==> src/hw/rtl/fdsc_pkg.sv <==
// ----------------------------------------------------------------------------
// fdsc_pkg
// Shared types, register indexes and constants for the four-digit segment
// counter display.
// ----------------------------------------------------------------------------
package fdsc_pkg;

  // Configuration port.
  localparam int CFG_INDEX_W = 8;
  localparam int CFG_DATA_W  = 16;

  localparam logic [CFG_INDEX_W-1:0] CFG_DIGIT_DWELL    = 8'd0;
  localparam logic [CFG_INDEX_W-1:0] CFG_LOCKOUT_PERIOD = 8'd1;

  localparam logic [15:0] DWELL_RESET   = 16'd2;
  localparam logic [15:0] LOCKOUT_RESET = 16'd750;

  // Counter start value in binary, divided by ten, and as BCD digits.
  localparam logic [13:0]      COUNT_START     = 14'd9999;
  localparam logic [9:0]       TENS_START      = 10'd999;
  localparam logic [3:0][3:0]  BCD_START       = {4'd9, 4'd9, 4'd9, 4'd9};
  localparam logic [13:0]      COUNT_MAX       = 14'd9999;
  localparam logic [13:0]      TENS_MAX        = 14'd999;

  // Number of decimal digits the counter can carry.
  localparam int BCD_DIGITS = 4;

  typedef struct packed {
    logic button_low;
    logic decrement_pulse;
  } in_item_t;

  typedef struct packed {
    logic [6:0]  segment_lines;
    logic [3:0]  digit_enable;
    logic [13:0] shown_value;
    logic        divide_mode;
  } out_item_t;

  typedef struct packed {
    logic [15:0] dwell_ticks;
    logic [15:0] lockout_ticks;
  } cfg_regs_t;

  // Counter state handed from the tick logic to the display logic.
  typedef struct packed {
    logic [13:0]     count_value;
    logic [9:0]      tens_value;
    logic [3:0][3:0] count_bcd;
    logic            scale_flag;
  } tick_state_t;

  // Segment pattern for one decimal digit, bit0 = a through bit6 = g.
  function automatic logic [6:0] seg_decode(input logic [3:0] digit);
    logic [6:0] seg;
    case (digit)
      4'd0:    seg = 7'h3F;
      4'd1:    seg = 7'h06;
      4'd2:    seg = 7'h5B;
      4'd3:    seg = 7'h4F;
      4'd4:    seg = 7'h66;
      4'd5:    seg = 7'h6D;
      4'd6:    seg = 7'h7D;
      4'd7:    seg = 7'h07;
      4'd8:    seg = 7'h7F;
      4'd9:    seg = 7'h67;
      default: seg = 7'h00;
    endcase
    return seg;
  endfunction

  // Decrement a nonzero BCD number by one, borrowing digit by digit.
  function automatic logic [3:0][3:0] bcd_decrement(input logic [3:0][3:0] value);
    logic [3:0][3:0] res;
    logic            borrow;
    res    = value;
    borrow = 1'b1;
    for (int i = 0; i < BCD_DIGITS; i++) begin
      if (borrow) begin
        if (value[i] == 4'd0) begin
          res[i] = 4'd9;
        end else begin
          res[i] = value[i] - 4'd1;
          borrow = 1'b0;
        end
      end
    end
    return res;
  endfunction

endpackage

==> src/hw/rtl/fdsc_tick.sv <==
// ----------------------------------------------------------------------------
// fdsc_tick
// Per-item state update: lockout timer, saturating down counter kept in
// binary, divided by ten and BCD, divide mode toggle and digit scan.
// ----------------------------------------------------------------------------
module fdsc_tick #(
  parameter int DIGIT_COUNT = 4,
  parameter int SCAN_W      = 2
) (
  input  logic                clk,
  input  logic                rst,
  input  logic                accept,
  input  fdsc_pkg::in_item_t  item,
  input  fdsc_pkg::cfg_regs_t cfg,
  output fdsc_pkg::tick_state_t state,
  output logic [SCAN_W-1:0]   show_pos
);

  localparam logic [SCAN_W-1:0] SCAN_LAST = SCAN_W'(DIGIT_COUNT - 1);

  fdsc_pkg::tick_state_t state_next;
  logic                  button_locked;
  logic                  button_locked_next;
  logic [15:0]           lockout_counter;
  logic [15:0]           lockout_counter_next;
  logic [15:0]           dwell_counter;
  logic [15:0]           dwell_counter_next;
  logic [SCAN_W-1:0]     scan_position;
  logic [SCAN_W-1:0]     scan_position_next;
  logic [15:0]           period;
  logic [15:0]           dwell;

  // A zero period or dwell behaves as one.
  assign period = (cfg.lockout_ticks == 16'd0) ? 16'd1 : cfg.lockout_ticks;
  assign dwell  = (cfg.dwell_ticks == 16'd0) ? 16'd1 : cfg.dwell_ticks;

  // Next state for one accepted item.
  always_comb begin
    state_next           = state;
    button_locked_next   = button_locked;
    lockout_counter_next = lockout_counter;
    dwell_counter_next   = dwell_counter;
    scan_position_next   = scan_position;

    // The lockout timer runs freely and re-arms the button at each wrap.
    if ({1'b0, lockout_counter} + 17'd1 >= {1'b0, period}) begin
      lockout_counter_next = 16'd0;
      button_locked_next   = 1'b0;
    end else begin
      lockout_counter_next = lockout_counter + 16'd1;
    end

    // The counter holds at zero; the tens value drops when units borrow.
    if (item.decrement_pulse && (state.count_value != 14'd0)) begin
      state_next.count_value = state.count_value - 14'd1;
      state_next.count_bcd   = fdsc_pkg::bcd_decrement(state.count_bcd);
      if (state.count_bcd[0] == 4'd0) begin
        state_next.tens_value = state.tens_value - 10'd1;
      end
    end

    // A press while armed toggles the mode and locks the button.
    if (item.button_low && !button_locked_next) begin
      button_locked_next    = 1'b1;
      state_next.scale_flag = ~state.scale_flag;
    end

    // The scan moves on after the dwell time.
    if ({1'b0, dwell_counter} + 17'd1 >= {1'b0, dwell}) begin
      dwell_counter_next = 16'd0;
      scan_position_next = (scan_position == SCAN_LAST) ? '0 : scan_position + 1'b1;
    end else begin
      dwell_counter_next = dwell_counter + 16'd1;
    end
  end

  // State registers; show_pos keeps the digit chosen for the last item.
  always_ff @(posedge clk) begin
    if (rst) begin
      state.count_value <= fdsc_pkg::COUNT_START;
      state.tens_value  <= fdsc_pkg::TENS_START;
      state.count_bcd   <= fdsc_pkg::BCD_START;
      state.scale_flag  <= 1'b0;
      button_locked     <= 1'b0;
      lockout_counter   <= 16'd0;
      dwell_counter     <= 16'd0;
      scan_position     <= '0;
      show_pos          <= '0;
    end else if (accept) begin
      state           <= state_next;
      button_locked   <= button_locked_next;
      lockout_counter <= lockout_counter_next;
      dwell_counter   <= dwell_counter_next;
      scan_position   <= scan_position_next;
      show_pos        <= scan_position;
    end
  end

endmodule

==> src/hw/rtl/fdsc_display.sv <==
// ----------------------------------------------------------------------------
// fdsc_display
// Builds one result: shown value, digit selection, leading zero blanking and
// segment decode for the digit under the scan.
// ----------------------------------------------------------------------------
module fdsc_display #(
  parameter int DIGIT_COUNT = 4,
  parameter int SCAN_W      = 2
) (
  input  fdsc_pkg::tick_state_t state,
  input  logic [SCAN_W-1:0]     show_pos,
  output fdsc_pkg::out_item_t   result
);

  localparam logic [SCAN_W-1:0] POS_LAST = SCAN_W'(DIGIT_COUNT - 1);

  logic [3:0][3:0]   shown_bcd;
  logic [SCAN_W-1:0] place;
  logic [3:0]        place_ext;
  logic [3:0]        pos_ext;
  logic              upper_nonzero;
  logic              blank;

  // Place of the scanned digit counted from the units.
  assign place     = POS_LAST - show_pos;
  assign place_ext = 4'(place);
  assign pos_ext   = 4'(show_pos);

  // Divide by ten drops the units digit of the BCD count.
  always_comb begin
    for (int i = 0; i < fdsc_pkg::BCD_DIGITS; i++) begin
      if (!state.scale_flag) begin
        shown_bcd[i] = state.count_bcd[i];
      end else if (i == fdsc_pkg::BCD_DIGITS - 1) begin
        shown_bcd[i] = 4'd0;
      end else begin
        shown_bcd[i] = state.count_bcd[i+1];
      end
    end
  end

  // A digit other than the units is a leading zero when it and every digit above it are zero.
  always_comb begin
    upper_nonzero = 1'b0;
    for (int i = 0; i < fdsc_pkg::BCD_DIGITS; i++) begin
      if ((4'(i) >= place_ext) && (shown_bcd[i] != 4'd0)) begin
        upper_nonzero = 1'b1;
      end
    end
    blank = (place_ext >= 4'd4) || ((place_ext != 4'd0) && !upper_nonzero);
  end

  // Assemble the result item.
  always_comb begin
    result.shown_value   = state.scale_flag ? 14'(state.tens_value) : state.count_value;
    result.divide_mode   = state.scale_flag;
    result.segment_lines = blank ? 7'd0 : fdsc_pkg::seg_decode(shown_bcd[place_ext[1:0]]);
    result.digit_enable  = (pos_ext < 4'd4) ? (4'd1 << pos_ext[1:0]) : 4'd0;
  end

endmodule

==> src/hw/rtl/four_digit_segment_counter_display_top.sv <==
// ----------------------------------------------------------------------------
// four_digit_segment_counter_display_top
// Multiplexed four-digit seven-segment down counter display, one item per
// millisecond tick.
// ----------------------------------------------------------------------------
//  Channel  | Signals                        | Direction | Handshake
//  ---------+--------------------------------+-----------+---------------------
//  in       | in_valid, in_stall, in_item    | input     | valid high, stall low
//  out      | out_valid, out_stall, out_item | output    | valid high, stall low
//  cfg      | cfg_valid, cfg_ready, cfg_*    | input     | valid and ready high
//
//  The block takes one item every cycle while in_stall is low; its result passes
//  through the counter state registers and then the result register.
//  Reset (rst, synchronous) loads the counter with 9999 and the registers
//  with their defaults; no sweep follows, so items are taken at once.
//  A stalled result holds the result register, and one further item waits in
//  the state stage before in_stall rises. cfg_ready is always high.
// ----------------------------------------------------------------------------
module four_digit_segment_counter_display_top #(
  parameter int DIGIT_COUNT = 4
) (
  input  logic                              clk,
  input  logic                              rst,
  input  logic                              in_valid,
  output logic                              in_stall,
  input  fdsc_pkg::in_item_t                in_item,
  output logic                              out_valid,
  input  logic                              out_stall,
  output fdsc_pkg::out_item_t               out_item,
  input  logic                              cfg_valid,
  output logic                              cfg_ready,
  input  logic [fdsc_pkg::CFG_INDEX_W-1:0]  cfg_index,
  input  logic [fdsc_pkg::CFG_DATA_W-1:0]   cfg_data
);

  localparam int SCAN_W = (DIGIT_COUNT > 1) ? $clog2(DIGIT_COUNT) : 1;

  fdsc_pkg::cfg_regs_t   cfg;
  fdsc_pkg::tick_state_t state;
  fdsc_pkg::out_item_t   result;
  logic [SCAN_W-1:0]     show_pos;
  logic                  in_accept;
  logic                  stage_valid;
  logic                  out_load;

  assign cfg_ready = 1'b1;

  // Configuration registers.
  always_ff @(posedge clk) begin
    if (rst) begin
      cfg.dwell_ticks   <= fdsc_pkg::DWELL_RESET;
      cfg.lockout_ticks <= fdsc_pkg::LOCKOUT_RESET;
    end else if (cfg_valid && cfg_ready) begin
      case (cfg_index)
        fdsc_pkg::CFG_DIGIT_DWELL:    cfg.dwell_ticks   <= cfg_data;
        fdsc_pkg::CFG_LOCKOUT_PERIOD: cfg.lockout_ticks <= cfg_data;
        default: ;
      endcase
    end
  end

  // Pipeline flow: the state stage moves into the result register when free.
  assign out_load  = stage_valid && (!out_valid || !out_stall);
  assign in_stall  = stage_valid && !out_load;
  assign in_accept = in_valid && !in_stall;

  fdsc_tick #(
    .DIGIT_COUNT (DIGIT_COUNT),
    .SCAN_W      (SCAN_W)
  ) u_tick (
    .clk      (clk),
    .rst      (rst),
    .accept   (in_accept),
    .item     (in_item),
    .cfg      (cfg),
    .state    (state),
    .show_pos (show_pos)
  );

  fdsc_display #(
    .DIGIT_COUNT (DIGIT_COUNT),
    .SCAN_W      (SCAN_W)
  ) u_display (
    .state    (state),
    .show_pos (show_pos),
    .result   (result)
  );

  // Stage valid and result register.
  always_ff @(posedge clk) begin
    if (rst) begin
      stage_valid <= 1'b0;
      out_valid   <= 1'b0;
    end else begin
      stage_valid <= in_accept || (stage_valid && !out_load);
      out_valid   <= out_load || (out_valid && out_stall);
    end
  end

  always_ff @(posedge clk) begin
    if (out_load) begin
      out_item <= result;
    end
  end

endmodule

==> config.mk <==
export PLATFORM = sky130hd
export DESIGN_NAME = four_digit_segment_counter_display_top
export DESIGN_NICKNAME = d
export VERILOG_FILES = /design/src/hw/rtl/fdsc_pkg.sv /design/src/hw/rtl/fdsc_tick.sv /design/src/hw/rtl/fdsc_display.sv /design/src/hw/rtl/four_digit_segment_counter_display_top.sv
export SDC_FILE = /design/constraint.sdc
export NUM_CORES = 1
export LEC_CHECK = 0
export BUFFER_PORTS_ARGS = -buffer_cell sky130_fd_sc_hd__buf_2
export CAP_MARGIN = 20
export CORE_MARGIN = 10
export CORE_UTILIZATION = 55
export CTS_BUF_LIST = sky130_fd_sc_hd__clkbuf_2 sky130_fd_sc_hd__clkbuf_4 sky130_fd_sc_hd__clkbuf_8
export DETAILED_ROUTE_END_ITERATION = 10
export GPL_TIMING_DRIVEN = 0
export PLACE_DENSITY = 0.8
export REMOVE_ABC_BUFFERS = 1
export SYNTH_ARGS = -nofsm -noshare
export SYNTH_HDL_FRONTEND = slang
export SYNTH_HIERARCHICAL = 1
export SYNTH_SLANG_ARGS = --single-unit
==> constraint.sdc <==
create_clock -name clk -period 3.1 [get_ports clk]
set_clock_uncertainty 0.15 [all_clocks]
set_input_delay 0.31 -clock clk [delete_from_list [all_inputs] [get_ports clk]]
set_output_delay 0.31 -clock clk [all_outputs]
set_load 0.05 [all_outputs]
==> impl_metrics.toml, run 1 <==
[placed_design]
port_buffers = 58
dp_cells = 1074
dp_hpwl_mm = 11.9
placed_area_sq_um = 8200
gp_congestion = 0.857

[sta]
maxSlewViolCount = 0
setup_slack_ps = -165
fmax_mhz = 306
finalCritPeriodShare_pct = 105
period_needed_ps = 3260
slew_headroom_pct = 34.7
tightest_slew_ps = 979
setup_violations = 33
grt_setup_unrepaired = "yes"
hold_viol = 0

[synthesis]
synthSimpleGateAreaFrac_pct = 25.0
yosys-top-cells-area = "dfxtp_1, edfxtp_1, ha_1, mux2i_1, nand2_1"
synth_compound_area_share_pct = 12.0
synth_top_family_by_area = "simple AND/OR/NAND/NOR gates"
synth-edff-count = 26
synth_top_area_cell = "dfxtp_1"
synth_xor_area_share_pct = 5.50
synth.most_common_cell = "dfxtp_1"
synth_cells = 876
syn_area_sq_um = 7810
synth-main-ff-cell = "dfxtp_1"
synthAdderAreaFrac_pct = 6.73
ys_warn_count = 6
avgSynthCellArea_sq_um = 8.91
ys_seq_area_share_pct = 38.7
synth_top_area_share_pct = 28.7
async_flop_share_pct = 0
yosys.cell_types.count = 75
synthTopCellsByCount = "dfxtp_1, nand2_1, nor2_1"
synthMuxAreaShare_pct = 6.47
yosys_register_bits = 138

[route]
vias_per_cell = 5.92
drcViolationCount = 0
detail-route-antenna-nets = 0
drtIter0Drc = 485
vias = 6920
dr.pass1.iters = 5
routedWlPerCell_um = 17.0
wirelength_mm = 19.9

[grt]
first_global_vias = 6501
grt_pass1_wl_mm = 31.2
grtUsageTotal_pct = 18.8
grt_max_degree = 92
antenna_found_initial = 0
grt-ovfl-total = 0

[power]
power_frac_seq_pct = 47.3
peakVddDrop_mv = 0.316
power.density_nw_per_um2 = 415
p_sw_share_pct = 26.7
pwr-share-clk_pct = 40.3
cellLeakagePower_nw = 3.82
power_frac_comb_pct = 12.5
power.internal_w = 0.00294
switchingPower_w = 0.00107

[floorplan]
fp.coreArea_sq_um = 13900
die_y_um = 139
start_util_pct = 56.3
dieArea_sq_um = 19400
rows = 43
die_x_um = 139
io_pins = 60

[clock_network]
cts.reportedPaths.clkPinSlew_ps = 80
worstSkewPairLatency_ps = 470
cts_tree = "built"
cts_max_path_buffers = 2
clock-sinks = 138
cts_buffers = 17
cts_htree_levels = 4
clockRootBuffer = "clkbuf_8"

[layout]
nets = 1048
num_antenna_cells = 0
fin_cells = 1168
area_delta_synth_final_pct = 23.8
layout-drive-gt1-share_pct = 26.8
stdcell_area_sq_um = 9670

[setup_path]
start_kind = "flop"
required_ps = 3330
cp_max_fo = 8
critPathKind = "flop to flop"
critPathCaptureType = "flop"
reg2reg_depth = 13
cp.arrival_ps = 3500

[min_path]
hold_depth = 3
worstHoldPathType = "input pin to flop"

[outcome]
violations = "setup timing"
outcome = "finished, violations left"

[run]
maxCapViolCount = 0
## worst max-delay path, stage by stage, from the launching register on
cell and delay (ps):
dfxtp_4 400, ha_4 170, nand3_4 120, nor3b_4 260, nand3_2 140, xnor2_2 260
ha_1 300, a21o_1 200, a221oi_2 290, o21ai_2 120, nor3_4 300, buf_6 200
nand3_1 100, a21oi_1 160
## cell type report
| cell class | instances | area (sq um) |
|---|---|---|
| Clock buffer | 20 | 275 |
| Clock inverter | 12 | 161 |
| Fill cell | 1010 | 4210 |
| Inverter | 50 | 189 |
| Multi-Input combinational cell | 642 | 4790 |
| Sequential cell | 138 | 3070 |
| Tap cell | 180 | 225 |
| Timing Repair Buffer | 126 | 958 |
## final timing paths
| kind | start | endpoint | slack (ps) |
|---|---|---|---|
| max | u_tick/lockout_counter[0] | u_tick/lockout_counter[1] | -160 |
| max reg2reg | u_tick/lockout_counter[0] | u_tick/lockout_counter[1] | -160 |
| min | cfg_data[0] | cfg[0] | 10 |
| min reg2reg | u_tick/dwell_counter[11] | u_tick/dwell_counter[11] | 340 |
## layer usage
metal,part of all wire (%),track usage (%),up-vias,wire length (um)
met2,49,31.3,256,9810
li1,-,-,3326,-
met4,2.7,6.97,0,543
met1,42,23.1,3287,8360
met5,0,0,-,0
met3,6.0,4.62,51,1190
## state kept, by name, summed over array words and instances (netlist names)
name / flops
u_tick/state: 41
cfg: 32
out_item: 26
u_tick/dwell_counter: 16
u_tick/lockout_counter: 16
u_tick/scan_position: 2
u_tick/show_pos: 2
out_valid: 1
stage_valid: 1
u_tick/button_locked: 1
## logic make-up (layout without fill, tap and decap cells)
| group | Yosys count | count (layout) |
|---|---|---|
| adders and majority gates | 42 | 42 |
| xor gates and xnor gates | 49 | 49 |
| other | 1 | 1 |
| and+or+nand+nor | 352 | 352 |
| buffers and inverters | 96 | 208 |
| AOI/OAI and AO/OA | 149 | 149 |
| DFF | 138 | 138 |
| muxes | 49 | 49 |
## through the flow
step	total power, W	hold WS [ps]	utilization [%]	setup WS [ps]	setup TNS [ps]
final	0.00401	10.5	69.6	-165	-2570
after detailed placement	0.00233	320	59.1	-1120	-32440
after global placement	0.00230	303	58.2	-2540	-134920
after floorplan	0.00218	229	-	-1170	-45390
after global routing	0.00416	24.3	69.6	-301	-6440
after CTS	0.00398	0.337	67.1	-9.59	-9.59
## cells in the final DEF (no fill, tap or decap), types with 16 or more instances in the layout
master / instances
ha_1: 38
xnor2_1: 23
mux2i_1: 37
nor4_1: 16
o21ai_0: 27
xor2_1: 17
dfxtp_1: 94
nand2b_1: 31
edfxtp_1: 26
clkbuf_8: 20
buf_2: 58
nor2_1: 54
inv_1: 49
nand3_1: 33
a21oi_1: 47
buf_4: 43
nand2_1: 82
nor3_1: 21
## power groups by stage
stage               sequential [W]  combinational, W  clock, W
floorplan                  0.00199          0.000190         0
global placement           0.00195          0.000354         0
detailed placement         0.00194          0.000390         0
CTS                        0.00190          0.000449   0.00163
global route               0.00190          0.000539   0.00172
finish                     0.00190          0.000500   0.00161
## timing repair
action                                 in CTS  in global routing
resized for setup                          71                 54
endpoints found under the hold margin      18                  0
setup buffers                              37                 14
setup endpoints to repair                  39                 44
hold buffers                               12                  0
cloned                                      0                  1
pin swaps                                  30                 38
Note: power is estimated with default switching activity, not from simulation.
==> run 2, diff against run 1 <==
--- a/config.mk
+++ b/config.mk
@@ -14,7 +14,7 @@
 export GPL_TIMING_DRIVEN = 0
 export PLACE_DENSITY = 0.8
 export REMOVE_ABC_BUFFERS = 1
+export SKIP_CTS_REPAIR_TIMING = 1
 export SYNTH_ARGS = -nofsm -noshare
 export SYNTH_HDL_FRONTEND = slang
-export SYNTH_HIERARCHICAL = 1
 export SYNTH_SLANG_ARGS = --single-unit
==> impl_metrics.toml, run 2 <==
[outcome]
outcome = "finished, violations left"
violations = "hold timing, setup timing"

[power]
cellLeakagePower_nw = 3.60
power.density_nw_per_um2 = 416
peakVddDrop_mv = 0.350

[synthesis]
yosys.cell_types.count = 70
synth-main-ff-cell = "dfxtp_1"
synth_cells = 828
synth_top_area_share_pct = 30.1
synthTopCellsByCount = "dfxtp_1, nor2_1, nand2_1"
ys_seq_area_share_pct = 40.6
yosys-top-cells-area = "dfxtp_1, edfxtp_1, ha_1, mux2i_1, nor2_1"
yosys_register_bits = 138
synth_top_area_cell = "dfxtp_1"
syn_area_sq_um = 7450
synth-edff-count = 26
avgSynthCellArea_sq_um = 9.00
async_flop_share_pct = 0
synth.most_common_cell = "dfxtp_1"
ys_warn_count = 0

[layout]
largest_reg_flops = 41
final_common_cell = "dfxtp_1"
num_antenna_cells = 0
mostFrequentLayoutCells = "dfxtp_1, nor2_1, nand2_1"
area_delta_synth_final_pct = 20.9
fin_cells = 1103
layout-drive-gt1-share_pct = 23.6
top_regs = "u_tick.state (41), cfg (32), out_item (26)"
top_register = "u_tick.state"
nets = 988

[setup_path]
critPathKind = "flop to flop"
critical_path_depth = 13
cp.arrival_ps = 3390
crit_family = "simple AND/OR/NAND/NOR gates"
critPathMaxStageDelay_ps = 540
start_kind = "flop"
reg2reg_depth = 13
r2r_slack_ps = -60
cp_max_fo = 7
cp_num_buf_inv = 1
crit_chain = "ha_4 > nand3_4 > nor3_4 > buf_6 > nand2_1 > xnor2_1 > ha_1 > nand3_2 > nor3_2 > a211oi_2 > a31oi_4 > or4_1 > a21oi_1"
required_ps = 3340
reg2reg_from = "u_tick.dwell_counter[1]"
r2r_end = "u_tick.dwell_counter[0]"
cp_slowest_cell = "or4_1"
critPathCaptureType = "flop"

[sta]
maxSlewViolCount = 0
hold_viol = 5
whs_ps = -19.9
setup_slack_ps = -56.1
setup_violations = 7
tightest_slew_ps = 1110
slew_headroom_pct = 25.9
period_needed_ps = 3160
grt_setup_unrepaired = "yes"
finalCritPeriodShare_pct = 102
fmax_mhz = 317

[route]
dr.pass1.iters = 5
routedWlPerCell_um = 15.7
vias = 6278
drcViolationCount = 0
detail-route-antenna-nets = 0
drtIter0Drc = 390
vias_per_cell = 5.69
wirelength_mm = 17.3

[clock_network]
cts_max_path_buffers = 2
cts_htree_levels = 4
cts_tree = "built"
cts_buffers = 17
worstSkewPairLatency_ps = 460
clock-sinks = 138
clockRootBuffer = "clkbuf_8"
cts.reportedPaths.clkPinSlew_ps = 80

[min_path]
hold_depth = 3
min_to = "cfg[26]"
worstHoldPathType = "input pin to flop"
hp-start = "cfg_data[10]"

[floorplan]
die_y_um = 136
start_util_pct = 56.3
fp.coreArea_sq_um = 13200
dieArea_sq_um = 18600
rows = 42
die_x_um = 136
io_pins = 60

[run]
maxCapViolCount = 0

[placed_design]
dp_cells = 1028
gp_congestion = 0.854
port_buffers = 58
dp_hpwl_mm = 11.4

[grt]
grt_max_degree = 67
first_global_vias = 5850
grtUsageTotal_pct = 17.8
grt-ovfl-total = 0
antenna_found_initial = 0
grt_pass1_wl_mm = 27.4
## run 2: worst max-delay path by stage
stage | slack [ps] | end | startpoint
2_1_floorplan | -270 | u_tick.dwell_counter[9] | u_tick.dwell_counter[0]
3_3_place_gp | -810 | u_tick.dwell_counter[9] | u_tick.dwell_counter[0]
3_5_place_dp | -810 | u_tick.dwell_counter[9] | u_tick.dwell_counter[0]
4_1_cts | -820 | u_tick.dwell_counter[9] | u_tick.dwell_counter[0]
5_1_grt | -180 | u_tick.dwell_counter[0] | u_tick.dwell_counter[1]
6_report | -60 | u_tick.dwell_counter[0] | u_tick.dwell_counter[1]
## run 2: metrics by stage
| stage | setup slack (ps) | instance area (sq um) | power [W] | util [%] | TNS, ps |
|---|---|---|---|---|---|
| 2_1_floorplan | -271 | 7290 | 0.00215 | - | -672 |
| 3_3_place_gp | -814 | 7800 | 0.00226 | 58.9 | -30830 |
| 3_5_place_dp | -812 | 7870 | 0.00227 | 59.4 | -19140 |
| 4_1_cts | -818 | 8260 | 0.00370 | 62.4 | -19690 |
| 5_1_grt | -183 | 9010 | 0.00388 | 68.0 | -2360 |
| 6_report | -56.1 | 9010 | 0.00375 | 68.0 | -295 |
## run 2: where the power goes
part | internal [W] | total (W) | switching [W] | leakage, nW
registers | 0.00186 | 0.00189 | 0.0000321 | 1.14
clock network | 0.000726 | 0.00146 | 0.000738 | 0.190
logic | 0.000152 | 0.000397 | 0.000244 | 2.27
## run 2: cells by family after synthesis
family	count (synthesis)	share of synthesized area [%]
other	1	0.0503
muxes	47	6.63
AOI/OAI and AO/OA	131	12.1
adders and majority gates	43	7.22
buffers and inverters	88	4.68
xor gates and xnor gates	55	6.47
and+or+nand+nor	325	22.3
DFF	138	40.6
## run 2: routing by layer
layer / up-vias / global-route usage [%] / part of all wire (%)
li1: 3117 / - / -
met1: 3005 / 22.1 / 44
met2: 133 / 29.4 / 50
met3: 23 / 5.02 / 5.1
met4: 0 / 5.62 / 1.5
met5: - / 0 / 0
## run 2: final cells by class
class,instances,area (sq um)
Clock inverter,14,146
Timing Repair Buffer,104,748
Fill cell,1019,4240
Inverter,51,191
Tap cell,176,220
Clock buffer,18,241
Multi-Input combinational cell,602,4390
Sequential cell,138,3070
## run 2: worst register-to-register path, cell delays in order (launching register included)
cell and delay, ps:
dfxtp_4 390, ha_4 160, nand3_4 100, nor3_4 190
buf_6 140, nand2_1 70, xnor2_1 230, ha_1 310
nand3_2 90, nor3_2 70, a211oi_2 340, a31oi_4 170
or4_1 540, a21oi_1 140
